File: src/rtl/ieec_pkg.sv
// Shared types and constants for the injected event echo canceller.
`timescale 1ns / 1ps

package ieec_pkg;

    // Operation codes carried in the input tuser field.
    localparam logic [1:0] FUNC_RECORD = 2'd0;
    localparam logic [1:0] FUNC_CHECK  = 2'd1;
    localparam logic [1:0] FUNC_TICK   = 2'd2;

    // Register indexes on the configuration port (byte address is 4 * index).
    localparam logic REG_SCAN_LIMIT = 1'b0;
    localparam logic REG_TIMEOUT    = 1'b1;

    localparam int PADDR_W = 3;

    // Field widths.
    localparam int FUNC_W    = 2;
    localparam int ENTRY_W   = 64;
    localparam int SCAN_W    = 6;
    localparam int TIMEOUT_W = 16;
    localparam int ELAPSED_W = 17;
    localparam int OUT_W     = 8;

    // Reset values of the configuration registers.
    localparam logic [SCAN_W-1:0]    SCAN_LIMIT_RST = 6'd24;
    localparam logic [TIMEOUT_W-1:0] TIMEOUT_RST    = 16'd2000;

    // Saturation point of the elapsed-time counter.
    localparam logic [ELAPSED_W-1:0] ELAPSED_MAX = 17'h1FFFF;

    // Commands from the controller to the datapath.
    typedef struct packed {
        logic load;        // capture the input transfer
        logic record;      // append the captured event to the ring
        logic tick;        // advance elapsed time by one millisecond
        logic flush;       // empty the ring
        logic scan_start;  // set up the scan pointers at the head
        logic scan_step;   // one scan cycle: issue a read, compare the last one
        logic emit;        // load the result into the output register
        logic res_matched;
        logic res_flushed;
    } t_cmd;

    // Status from the datapath to the controller.
    typedef struct packed {
        logic [FUNC_W-1:0] func;
        logic              empty;
        logic              timed_out;
        logic              hit;
        logic              scan_idle;
        logic              out_free;
    } t_status;

endpackage

File: src/rtl/ieec_ctrl.sv
// Controller state machine that sequences record, check and tick operations.
`timescale 1ns / 1ps

module ieec_ctrl (
    input  logic               i_clk,
    input  logic               i_rst_n,
    input  logic               i_s_tvalid,
    output logic               o_s_tready,
    input  ieec_pkg::t_status  i_status,
    output ieec_pkg::t_cmd     o_cmd
);

    typedef enum logic [1:0] {
        ST_IDLE,
        ST_DECODE,
        ST_SCAN,
        ST_RESULT
    } t_state;

    t_state r_state;
    t_state n_state;
    logic   r_res_matched;
    logic   r_res_flushed;
    logic   n_res_matched;
    logic   n_res_flushed;
    logic   accept;

    assign o_s_tready = (r_state == ST_IDLE);
    assign accept     = i_s_tvalid && (r_state == ST_IDLE);

    // Next state, result flags and datapath commands.
    always_comb begin
        n_state       = r_state;
        n_res_matched = r_res_matched;
        n_res_flushed = r_res_flushed;
        o_cmd         = '0;
        unique case (r_state)
            ST_IDLE: begin
                if (accept) begin
                    o_cmd.load    = 1'b1;
                    n_res_matched = 1'b0;
                    n_res_flushed = 1'b0;
                    n_state       = ST_DECODE;
                end
            end
            ST_DECODE: begin
                n_state = ST_RESULT;
                unique case (i_status.func)
                    ieec_pkg::FUNC_RECORD: o_cmd.record = 1'b1;
                    ieec_pkg::FUNC_TICK:   o_cmd.tick = 1'b1;
                    ieec_pkg::FUNC_CHECK: begin
                        // An empty ring gives no match and skips the timeout test.
                        priority if (i_status.empty) begin
                            n_state = ST_RESULT;
                        end else if (i_status.timed_out) begin
                            o_cmd.flush   = 1'b1;
                            n_res_flushed = 1'b1;
                        end else begin
                            o_cmd.scan_start = 1'b1;
                            n_state          = ST_SCAN;
                        end
                    end
                    default: n_state = ST_RESULT;
                endcase
            end
            ST_SCAN: begin
                o_cmd.scan_step = 1'b1;
                priority if (i_status.hit) begin
                    n_res_matched = 1'b1;
                    n_state       = ST_RESULT;
                end else if (i_status.scan_idle) begin
                    n_state = ST_RESULT;
                end
            end
            ST_RESULT: begin
                // Wait until the output register can take the result.
                if (i_status.out_free) begin
                    o_cmd.emit = 1'b1;
                    n_state    = ST_IDLE;
                end
            end
            default: n_state = ST_IDLE;
        endcase
        o_cmd.res_matched = r_res_matched;
        o_cmd.res_flushed = r_res_flushed;
    end

    // State and result flags.
    always_ff @(posedge i_clk) begin
        if (!i_rst_n) begin
            r_state       <= ST_IDLE;
            r_res_matched <= 1'b0;
            r_res_flushed <= 1'b0;
        end else begin
            r_state       <= n_state;
            r_res_matched <= n_res_matched;
            r_res_flushed <= n_res_flushed;
        end
    end

endmodule

File: config.mk
export PLATFORM = sky130hd
export DESIGN_NAME = ieec_ctrl
export DESIGN_NICKNAME = d
export VERILOG_FILES = /design/src/rtl/ieec_pkg.sv /design/src/rtl/ieec_ctrl.sv
export SDC_FILE = /design/constraint.sdc
export NUM_CORES = 1
export LEC_CHECK = 0
export BUFFER_PORTS_ARGS = -buffer_cell sky130_fd_sc_hd__buf_2
export CAP_MARGIN = 30
export CORE_AREA = 5 5 42 44
export DETAILED_ROUTE_END_ITERATION = 16
export DIE_AREA = 0 0 47 49
export PLACE_DENSITY_LB_ADDON = 0.3
export RECOVER_POWER = 25
export SYNTH_ARGS = -nofsm -noshare
export SYNTH_HDL_FRONTEND = slang
export SYNTH_SLANG_ARGS = --single-unit
File: constraint.sdc
create_clock -name i_clk -period 1.3 [get_ports i_clk]
set_input_delay 0.13 -clock i_clk [delete_from_list [all_inputs] [get_ports i_clk]]
set_output_delay 0.13 -clock i_clk [all_outputs]
set_load 0.1 [all_outputs]
==> results of run 1 <==
## routing by layer
metal / GRT usage (%) / share of wire (%)
met1: 13.4 / 39
met2: 20.8 / 54
met3: 5.54 / 6.2
met4: 4.15 / 0.85
met5: 0 / 0
## worst max path at each step
stage	startpoint	end	slack [ps]
2_1_floorplan	r_state[1]	o_cmd[5]	-370
3_3_place_gp	i_status[3]	r_state[0]	-90
3_5_place_dp	i_status[3]	r_state[0]	-130
4_1_cts	r_state[1]	o_cmd[4]	-200
5_1_grt	r_state[1]	o_cmd[4]	-250
6_report	r_state[0]	o_cmd[8]	-200
## cell families (layout without fill, tap and decap cells)
logic type	after synthesis	after routing	share of synthesized area, %
and+or+nand+nor	22	22	37.7
AOI/OAI and AO/OA	9	9	16.3
buffers and inverters	7	41	9.58
adders and majority gates	5	5	16.0
DFF	4	4	20.4
## area by class of cell
class,count,area share [%]
multi-input cells,36,47.3
repair buffers,34,36.0
flip-flops and latches,4,9.63
clock buffers,3,2.48
inverters,4,2.34
well taps,16,2.20
## per-stage QoR
step	setup slack, ps	total power, mW	std cells
6_report	-199	2.02	97
4_1_cts	-197	1.93	96
5_1_grt	-252	2.12	97
2_1_floorplan	-369	1.12	47
3_5_place_dp	-131	1.55	87
3_3_place_gp	-86.8	1.54	87
## cell usage after synthesis (2+ instances only)
cell	instances	area, µm²
sky130_fd_sc_hd__a21oi_1	5	25.0
sky130_fd_sc_hd__and2_1	2	12.5
sky130_fd_sc_hd__buf_4	3	22.5
sky130_fd_sc_hd__dfxtp_1	4	80.1
sky130_fd_sc_hd__ha_1	5	62.6
sky130_fd_sc_hd__inv_1	4	15.0
sky130_fd_sc_hd__nand2_1	4	15.0
sky130_fd_sc_hd__nand2b_1	2	12.5
sky130_fd_sc_hd__nor2b_1	3	18.8
sky130_fd_sc_hd__nor3b_1	2	15.0
sky130_fd_sc_hd__o31ai_1	2	15.0
## worst max-delay path, cell delays in order, from the launching register on
cell and delay (ps):
sky130_fd_sc_hd__dfxtp_4 370, sky130_fd_sc_hd__inv_1 80, sky130_fd_sc_hd__buf_4 150, sky130_fd_sc_hd__ha_4 180
sky130_fd_sc_hd__nand2_4 70, sky130_fd_sc_hd__clkinvlp_4 90, sky130_fd_sc_hd__buf_12 170
## state kept, by name, summed over array words and instances, names as in the netlist
signal / cells
r_state: 2
r_res_flushed: 1
r_res_matched: 1
## power by group through the flow
stage               clock (mW)  sequential (mW)  combinational [mW]
floorplan                    0            0.206               0.917
global placement             0            0.217                1.32
detailed placement           0            0.217                1.33
CTS                      0.169            0.211                1.55
global route             0.174            0.224                1.73
finish                   0.163            0.217                1.64
## cells in the final DEF, fill, tap and decap left out, drive strengths merged, types with 2 or more instances in the layout
cell type	n
nor3b	2
nor2b	3
clkbuf	4
a21oi	5
inv	3
buf	33
ha	5
nand2b	2
o31ai	2
dfxtp	4
nand2	4
and2	2
## what timing repair did
item / in CTS / in global routing
gates resized for setup: 12 / 6
setup buffers: 6 / 1
endpoints found under the setup margin: 11 / 12
pin swaps: 6 / 2
==> results summary, run 1 <==
The run finished, with violations left. The final reports fail on negative setup slack. The antenna diode count came out at 0. Setup repair after global routing could not meet its margin everywhere. The register-to-register setup slack is -110 ps.

The total of buffers placed on input and output ports is 19. Registers are responsible for 10.7% of the overall power. The core utilization of the finished layout is between 60% and 70%. The pin count of the biggest net entering global routing is 5. The average routed wire per standard cell came out at between 10 and 15 µm.

Of the total power, combinational logic draws between 80 and 90%. TritonCTS built the clock tree. Cell internal power was estimated by the tool at between 1 and 1.5 mW. The total clock sinks came out at 4.

The largest driver fanout on the critical path came out at 4. The cell count of the worst reg-to-reg path is 6. The placed wire-length estimate after detailed placement is roughly 890 µm. The number of library cell types mapped by synthesis came out at 22. The number of violations of the max-capacitance limit came out at 0. For this design the total switching power over the nets is approximately 1.0 mW. The sequential share of the synthesized area is approximately a fifth. The number of pins with negative max-slew slack in the final report came out at 0. The H-tree depth is 1. The initial utilization of the core area, before any placement, comes to between 20% and 30%. The later pin in the worst-skew pair is clocked with a latency of between 200 and 250 ps. The slew at the pin with the worst max-slew slack came out at around 540 ps.

In the synthesized netlist the dominant register cell turns out to be sky130_fd_sc_hd__dfxtp_1. The count of endpoints failing hold in the final timing report is 0. Detailed routing inserted a total of ~480 vias. The number of flops mapped to enable cells by yosys is 0.

In the synthesized netlist, the number of instances is between 40 and 50. In the final layout, the multi-input gates occupy roughly 430 µm². During synthesis, Yosys emitted a total of 0 warnings. The area overhead of the layout relative to synthesis came out at 132%.

The total number of placement rows came out at 14. Summed over all cells, the static leakage comes to between 0.3 and 0.4 nW. The total wire length after detailed routing is about 1.3 mm. The post-synth design cell area came out at between 300 and 400 µm².

The areal power density over the cells came out at approximately 2200 nW/µm². STA classifies the critical path endpoint as an output pin. The cell at the root of the clock tree is sky130_fd_sc_hd__clkbuf_4. The largest vdd supply drop is between 2 and 2.5 mV. After detailed placement, the total cell area comes to approximately 740 µm². The initial antenna violation count is 0. The detail route stage leaves a number of antenna-violating nets equal to 0.

20 I/O pins were placed. The average cell area after synthesis is approximately 8.3 µm². The global-route wire length before repair came out at about 2.1 mm. The number of filler instances in the final layout is approximately 120.

The worst hold path belongs to the class in -> reg. In this run the critical register-to-register path is launched from r_state[0]. Headroom to the max-slew limit came out at around 64%.

The fraction of final layout cells with drive strength greater than 1 came out at between 70 and 80%. Synthesis produced a netlist with a net count of 62. The width of the chip is around 47 µm. The clock transition at the registers of the reported paths is around 40 ps. The fmax came out at around 670 MHz.

After global routing the overflow that remains totals 0. The data arrival time of the critical path came out at 1370 ps. The worst min-delay path startpoint is i_rst_n. The proportion of total power due to net switching came out at between 50% and 60%. The ratio of final minimum period to clock period is 115%. The share of synthesized flip-flops with an asynchronous set or reset came out at 0%. The height of the die is between 40 and 50 µm.

The global-route usage over all layers came out at around an eighth. The number of buffers on the longest clock path is 2. Clock tree synthesis inserted a total of 3 buffers. The number of search-and-repair iterations in the first detailed-routing pass came out at 4. The number of setup violations in the final report is 12. Counting instances, the worst hold path has a depth of 3. The congestion estimate from routability-driven global placement came to between 0.9 and 1. The path with the worst hold slack has its endpoint at r_state[0]. The remaining design rule violation count is 0.

The sum of negative setup slack came out at -1300 ps. The standard cell core area is 1400 µm². The critical path is of the reg -> out type. The total number of nets in the final design is slightly below 100.

STA classifies the critical path startpoint as a flip-flop. The die covers about 2300 µm². Hold timing on the final database bottoms out at a slack of 173 ps. The portion of total power attributed to the clock network is between 8 and 9%.

Hold repair after CTS inserted 0 buffers. Across the whole layout, storage elements account for between 80 and 90 µm². The required arrival time at the worst endpoint came out at 1170 ps. The final setup slack of the worst path is -199 ps.

The iteration-0 DRC count of the detailed router came out at 10. After synthesis the netlist holds a flip-flop and latch count of 4. The via count of the first global-routing pass came out at between 400 and 500. The worst register-to-register path ends at r_state[0]. Using the TritonRoute via totals, the vias-per-cell ratio works out to slightly below 5.

The post-route cell area came out at between 900 and 1000 µm². The time the final worst path needs with I/O delays and setup is roughly 1500 ps. The clock tree skew after final layout is 2.32 ps.
Note: power is estimated with default switching activity, not from simulation.
==> inputs of run 2 (changes only) <==
- CTS_BUF_LIST: unset -> sky130_fd_sc_hd__clkbuf_8 sky130_fd_sc_hd__clkbuf_16
- SETUP_SLACK_MARGIN: unset -> 0.3
==> run 2 against run 1 <==
The flow still finishes with violations (negative setup slack). Setup slack improved by 22 ps. Cell count is 1.0% lower. Sequential cell count unchanged. Combinational power about the same. Die area unchanged. Hold slack improved by 7.1 ps. Sequential power is essentially flat. Fmax increased by 1.5%. Core utilization up 1.2 points. Via count down 3.8%. Wire length down 6.3%. Critical path type unchanged. Critical endpoint is now o_cmd[4]. Largest power group unchanged.
==> results summary, run 2 (same netlist as run 1, synthesis figures left out) <==
The static power due to leakage was 0.403 nW (+3.9%). The pin count of the biggest net entering global routing is 6 (+1). The time the final worst path needs with I/O delays and setup is 1480 ps (-21.7 ps). The iteration-0 DRC count of the detailed router is 17 (+7). STA classifies the critical path endpoint as an output pin. Leaving out fill and tap cells, the most frequent cell in the layout is sky130_fd_sc_hd__buf_4.

The proportion of total power due to net switching came out at 47.6% (-2.5 points). The register with the most flip-flops in the final layout is r_state. The total number of nets in the final design came to 96 (-2.0%). The area overhead of the layout relative to synthesis is 136%. The signal on the critical path passes through inv_4, ha_4, nor2b_4, and4bb_2, buf_12.

TritonCTS built the clock tree. The portion of total power attributed to the clock network came out at 13.1% (+5.0 points). The worst min-delay path category is in -> reg. The post-route cell area came out at 926 µm² (+1.8%). The placed wire-length estimate after detailed placement came out at 895 µm (+0.81%). The antenna diode count came out at 0 (unchanged).

The number of setup violations in the final report is 10 (-2). The count of endpoints failing hold in the final timing report came out at 0 (unchanged). The total of buffers placed on input and output ports came to 19 (unchanged). The average routed wire per standard cell is 12.6 µm (-5.3%).

The register-to-register setup slack is -70 ps (+40 ps). The hold-critical path depth was 3 (unchanged). The slew at the pin with the worst max-slew slack came out at 484 ps (-56.1 ps). The number of ports placed on the die boundary is 20 (unchanged). The global-route wire length before repair came to 2.13 mm (+2.4%).

The initial core utilization came out at 27.9% (unchanged). The residual overflow from global routing is 0 (unchanged). The final reports fail on negative setup slack. On the critical path, the stage with the largest delay is an instance of sky130_fd_sc_hd__dfxtp_4. The data arrival time of the critical path came to 1350 ps (-20 ps).

The height of the die is 49 µm (unchanged). The run finished, with violations left. The areal power density over the cells came out at 2300 nW/µm² (+3.5%). The ratio of final minimum period to clock period is 114% (-1.7 points). The full die area is 2300 µm² (unchanged). The total wire length after detailed routing came to 1.21 mm (-6.3%). The via count was 459 (-3.8%).

The total clock sinks came to 4 (unchanged). The number of buffers added by the clock tree synthesis step is 3 (unchanged). The critical path startpoint category is a flip-flop. The largest driver fanout on the critical path is 4 (unchanged).

The post-place instance area came to 742 µm² (unchanged). The fraction of final layout cells with drive strength greater than 1 came to 76.3% (-1.5 points). The global-route usage over all layers is 12.5% (+0.079 points). The cell count of the worst reg-to-reg path is 6 (unchanged). The initial antenna violation count is 0 (unchanged).

The via count of the first global-routing pass is 494 (+1.0%). The flip-flop count of the largest register after layout is 2 (unchanged). In the layout the commonest cells are 11 x sky130_fd_sc_hd__buf_4, 10 x sky130_fd_sc_hd__buf_2, 9 x sky130_fd_sc_hd__buf_12. The number of violations of the max-capacitance limit came out at 0 (unchanged). The internal portion of total power came to 1.12 mW (+11%). The sum of negative setup slack came to -871 ps (+434 ps). The total number of placement rows is 14 (unchanged). The largest vdd supply drop is 1.75 mV (-12%). The clock transition at the registers of the reported paths is 40 ps (about the same). The required arrival time at the worst endpoint was 1170 ps (about the same). The clock tree skew after final layout is 4.94 ps (+2.62 ps).

Setup repair after global routing could not meet its margin everywhere. The worst setup slack after placement is -89.5 ps (+41.7 ps). The width of the chip is 47 µm (unchanged). The delay of the slowest cell on the worst path is 340 ps (-30 ps).

The number of pins with negative max-slew slack in the final report is 0 (unchanged). The post-route antenna net violation count came to 0 (unchanged). In the final layout, the registers with the most flip-flops are r_state: 2 flops, r_res_flushed: 1 flops, r_res_matched: 1 flops. The worst setup path is of the reg -> out kind. The standard cell core area was 1400 µm² (unchanged). The combinational share of power came to 76.6% (-4.6 points).

The final setup slack of the worst path is -177 ps (+21.7 ps). The number of search-and-repair iterations in the first detailed-routing pass is 4 (unchanged). The portion of total power attributed to sequential cells came out at 10.3% (-0.4 points).

The headroom to the max-slew limit is 68.0% (+3.8 points). The number of buffers on the longest clock path is 2 (unchanged). Clock tree synthesis selected as its root buffer the cell sky130_fd_sc_hd__clkbuf_8.

The number of vias per cell is 4.78 (-2.8%). The remaining design rule violation count is 0 (unchanged). The fmax came to 677 MHz (+1.5%). The H-tree depth was 1 (unchanged). The clock latency of the later-clocked register in the worst-skew pair is 220 ps (-20 ps). The weighted congestion at the end of routability-driven global placement is 0.864 (-8.1%). The net switching power is 1.01 mW (about the same).
[run 2: through the flow]
| step | cells | power, mW | util [%] | hold slack (ps) |
|---|---|---|---|---|
| CTS | 96 | 2.08 | 63.8 | 167 |
| global placement | 85 | 1.53 | 52.9 | 406 |
| global route | 96 | 2.24 | 66.1 | 188 |
| detailed placement | 85 | 1.54 | 52.9 | 403 |
| finish | 96 | 2.13 | 66.1 | 180 |
| floorplan | 47 | 1.20 | - | 280 |
[run 2: worst max-delay path: cells and delay by family, from the launching register on]
kind,cells,cell delay (ps)
simple gates,2,420
flops,1,340
buf+inv,2,240
fa+ha+maj,1,120
[run 2: timing repair]
item / CTS / global route
gates cloned: 0 / 0
hold buffers: 0 / 0
gates resized for setup: 12 / 9
endpoints found under the hold margin: 0 / 0
setup buffers: 7 / 0
pin swaps: 7 / 2
endpoints found under the setup margin: 14 / 13
[run 2: final timing paths]
check                              startpoint       endpoint
worst max-delay path               r_state[1]       o_cmd[4]
worst min-delay path                  i_rst_n     r_state[0]
worst max register to register     r_state[1]     r_state[0]
worst min register to register  r_res_flushed  r_res_flushed
[run 2: layout make-up]
class | instances | area [µm²]
well taps | 16 | 20.0
inverters | 4 | 21.3
flip-flops and latches | 4 | 87.6
fillers | 113 | 475
multi-input cells | 36 | 417
clock inverters | 1 | 3.75
clock buffers | 3 | 41.3
repair buffers | 32 | 335
[run 2: power by group through the flow]
stage	combinational (mW)	clock [mW]	sequential (mW)
after floorplan	0.983	0	0.213
after global placement	1.30	0	0.223
after detailed placement	1.32	0	0.223
after CTS	1.58	0.287	0.218
after global routing	1.72	0.295	0.225
final	1.63	0.280	0.220
[run 2: metal layers]
metal,wire length (µm),part of all wire [%],vias up,GRT usage (%)
met2,614,51,22,19.2
met5,0,0,-,0
li1,-,-,232,-
met4,20,1.7,0,4.15
met1,477,39,203,15.2
met3,97,8.0,2,5.54
==> inputs of run 3 (changes only) <==
- CORE_AREA: 5 5 42 44 -> 10 10 47 49
- CTS_BUF_LIST: sky130_fd_sc_hd__clkbuf_8 sky130_fd_sc_hd__clkbuf_16 -> unset
- DIE_AREA: 0 0 47 49 -> 0 0 57 59
- TNS_END_PERCENT: unset -> 20
==> run 3 against run 2 <==
The run still ends with negative setup slack left. Via count rose by 0.65%. Setup slack got worse by 86 ps. Fmax fell by 5.5%. Die area grew 46%. Global-route usage decreased by 4.5 points. First-iteration DRC count shrank 94%. Highest routed layer is now met3. Critical path type unchanged. Hold slack lost 14 ps. Register-to-register slack is essentially flat. Design area fell by 8.5%.
==> results summary, run 3 (same netlist as run 1, synthesis figures left out) <==
The pin count of the biggest net entering global routing came out at 6 (unchanged). The final setup slack of the worst path was -263 ps (-86.0 ps). The slew at the pin with the worst max-slew slack came to 495 ps (+11.6 ps). The iteration-0 DRC count of the detailed router is 1 (-16). The routing usage on met3 is 5.58% (+0.044 points). The antenna diode count came out at 0 (unchanged). The clock tree skew after final layout came out at 3.55 ps (-1.39 ps). The number of buffers added by the clock tree synthesis step is 3 (unchanged). The largest driver fanout on the critical path is 4 (unchanged). The fmax came out at 640 MHz (-5.5%).

The worst hold margin came out at 167 ps (-13.7 ps). The required arrival time at the worst endpoint came out at 1170 ps (about the same). The largest registers in the layout are r_state: 2 flops, r_res_flushed: 1 flops, r_res_matched: 1 flops. The global-route wire length before repair came out at 2.21 mm (+3.6%). The worst min-delay path category is in -> reg. The weighted congestion at the end of routability-driven global placement came out at 0.806 (-6.8%).

The remaining design rule violation count came out at 0 (unchanged). The largest vdd supply drop is 1.44 mV (-18%). The headroom to the max-slew limit is 67.2% (-0.77 points). The total wire length after detailed routing is 1.29 mm (+6.2%).

The non-filler instance count after layout is 96 (unchanged). Setup repair after global routing could not meet its margin everywhere. The total number of placement rows came out at 14 (unchanged). The path length in cells of the critical path came out at 5 (unchanged). The total number of nets in the final design came out at 97 (+1.0%). The delay of the slowest cell on the worst path is 360 ps (+20 ps).

The library cells used most frequently in the layout, excluding fill and tap cells, are 12 x sky130_fd_sc_hd__buf_4, 10 x sky130_fd_sc_hd__buf_2, 9 x sky130_fd_sc_hd__buf_12. The post-route cell area is 847 µm² (-8.5%). The static power due to leakage was 0.372 nW (-7.7%). The data arrival time of the critical path is 1430 ps (+80 ps). The total of buffers placed on input and output ports is 19 (unchanged). The via count of the first global-routing pass is 508 (+2.8%). The total of hold buffers inserted after clock tree synthesis came out at 0 (unchanged).

The critical path start-end classification is reg -> out. The number of buffers on the longest clock path is 2 (unchanged). The core utilization of the finished layout is 60.4% (-5.6 points). The clock transition at the registers of the reported paths is 40 ps (about the same). The flow ran to the end, but the final reports show violations. The ratio of final minimum period to clock period is 120% (+6.6 points). The checks that failed: negative setup slack. The count of endpoints failing hold in the final timing report was 0 (unchanged).

The register name with the most flops is r_state. The clock latency of the later-clocked register in the worst-skew pair is 240 ps (+20 ps). The area overhead of the layout relative to synthesis came out at 116%. The initial core utilization came out at 27.9% (unchanged). The startpoint identified for the worst register-to-register timing path is r_state[0].

The worst setup path startpoint is r_state[0]. The number of pins with negative max-slew slack in the final report is 0 (unchanged). The initial antenna violation count was 0 (unchanged). Clock tree synthesis selected as its root buffer the cell sky130_fd_sc_hd__clkbuf_4. The areal power density over the cells came out at 2190 nW/µm² (-4.8%). The worst path buffer plus inverter count is 2 (unchanged). The number of ports placed on the die boundary came out at 20 (unchanged). The time the final worst path needs with I/O delays and setup came to 1560 ps (+86.0 ps).

The post-route antenna net violation count was 0 (unchanged). The hold-critical path depth came out at 3 (unchanged). The cell count of the worst reg-to-reg path is 6 (unchanged). The standard cell core area came out at 1400 µm² (unchanged). The width of the chip is 57 µm (+21%). The slowest stage of the critical path is the sky130_fd_sc_hd__dfxtp_4 cell. The number of search-and-repair iterations in the first detailed-routing pass came to 4 (unchanged). The total clock sinks came to 4 (unchanged). The average routed wire per standard cell was 13.4 µm (+6.2%). The category of the worst setup path capture point is an output pin. The H-tree depth is 1 (unchanged). The residual overflow from global routing came out at 0 (unchanged).

The register-to-register setup slack came out at -80 ps (about the same). The height of the die came out at 59 µm (+20%). The full die area was 3360 µm² (+46%). Grouping stages by cell kind, the critical path spends the most delay in simple AND/OR/NAND/NOR gates. The commonest non-fill, non-tap cell in the layout is sky130_fd_sc_hd__buf_4. The global routing stage identified its most utilized layer as met2. The post-place instance area came out at 742 µm² (unchanged). The fraction of final layout cells with drive strength greater than 1 was 68.8% (-7.5 points).

The critical path ends at o_cmd[4]. The routing usage on met1 is 8.33% (-6.9 points). The number of violations of the max-capacitance limit came out at 0 (unchanged). The via count was 462 (+0.65%).

The placed wire-length estimate after detailed placement is 1.04 mm (+17%). The number of vias per cell is 4.81 (+0.65%). The worst setup path is launched from a flip-flop. The met2 usage in global routing is 12.1% (-7.1 points). In this run the critical register-to-register path is captured at r_state[0]. The global-route usage over all layers came out at 8.00% (-4.5 points). The number of setup violations in the final report is 9 (-1). The power after layout was 1.85 mW (-13%). The flip-flop count of the largest register after layout is 2 (unchanged). The placed cell count came out at 90 (+5.9%). The worst setup slack after placement is -113 ps (-23.8 ps).

TritonCTS built the clock tree. The sum of negative setup slack is -1230 ps (-358 ps). The signal on the critical path passes through buf_6, ha_4, nor2b_4, and4bb_2, buf_12.
## run 3: changes by cell type in the layout (fill, tap and decap cells not counted), moves of 2 or more
cell / before / now
sky130_fd_sc_hd__ha_2: 0 / 2
sky130_fd_sc_hd__a21oi_1: 3 / 5
sky130_fd_sc_hd__clkbuf_4: 0 / 3
sky130_fd_sc_hd__a21oi_2: 2 / 0
sky130_fd_sc_hd__clkbuf_8: 3 / 0
## run 3: final cells by class
| class | count | area, µm² |
|---|---|---|
| clock buffer | 3 | 22.5 |
| fill | 139 | 554 |
| inverter | 4 | 21.3 |
| multi-input combinational | 36 | 353 |
| sequential | 4 | 87.6 |
| tap | 16 | 20.0 |
| timing repair buffer | 33 | 343 |
## run 3: worst min-delay path by stage
stage,slack (ps),startpoint,endpoint
3_5_place_dp,410,i_rst_n,r_state[0]
3_3_place_gp,400,i_rst_n,r_state[0]
4_1_cts,160,i_rst_n,r_state[0]
5_1_grt,180,i_rst_n,r_state[0]
2_1_floorplan,270,i_rst_n,r_state[0]
6_report,170,i_rst_n,r_state[0]
## run 3: worst reg2reg max path, delay by kind of cell (launching register included)
kind,cells,cell delay (ps)
flip-flops,1,350
adder cells (fa/ha/maj),1,150
buffers and inverters,3,370
AO/OA/AOI/OAI,2,390
## run 3: timing repair
item                                    in CTS  in global routing
pin swaps                                    3                  2
gates resized for setup                     13                  5
setup buffers                                1                  2
endpoints found under the setup margin      14                 14
## run 3: per-layer routing
layer | part of all wire [%] | wire length (µm)
met4 | 0 | 0
met2 | 49 | 625
met5 | 0 | 0
met3 | 12 | 155
met1 | 39 | 504
## run 3: where the power goes
| group | switching (mW) | total (mW) | internal [mW] | leakage, nW |
|---|---|---|---|---|
| Sequential | 0.0501 | 0.223 | 0.173 | 0.0340 |
| Combinational | 0.820 | 1.47 | 0.654 | 0.324 |
| Clock | 0.0546 | 0.158 | 0.104 | 0.0138 |
| Total | 0.924 | 1.85 | 0.930 | 0.372 |
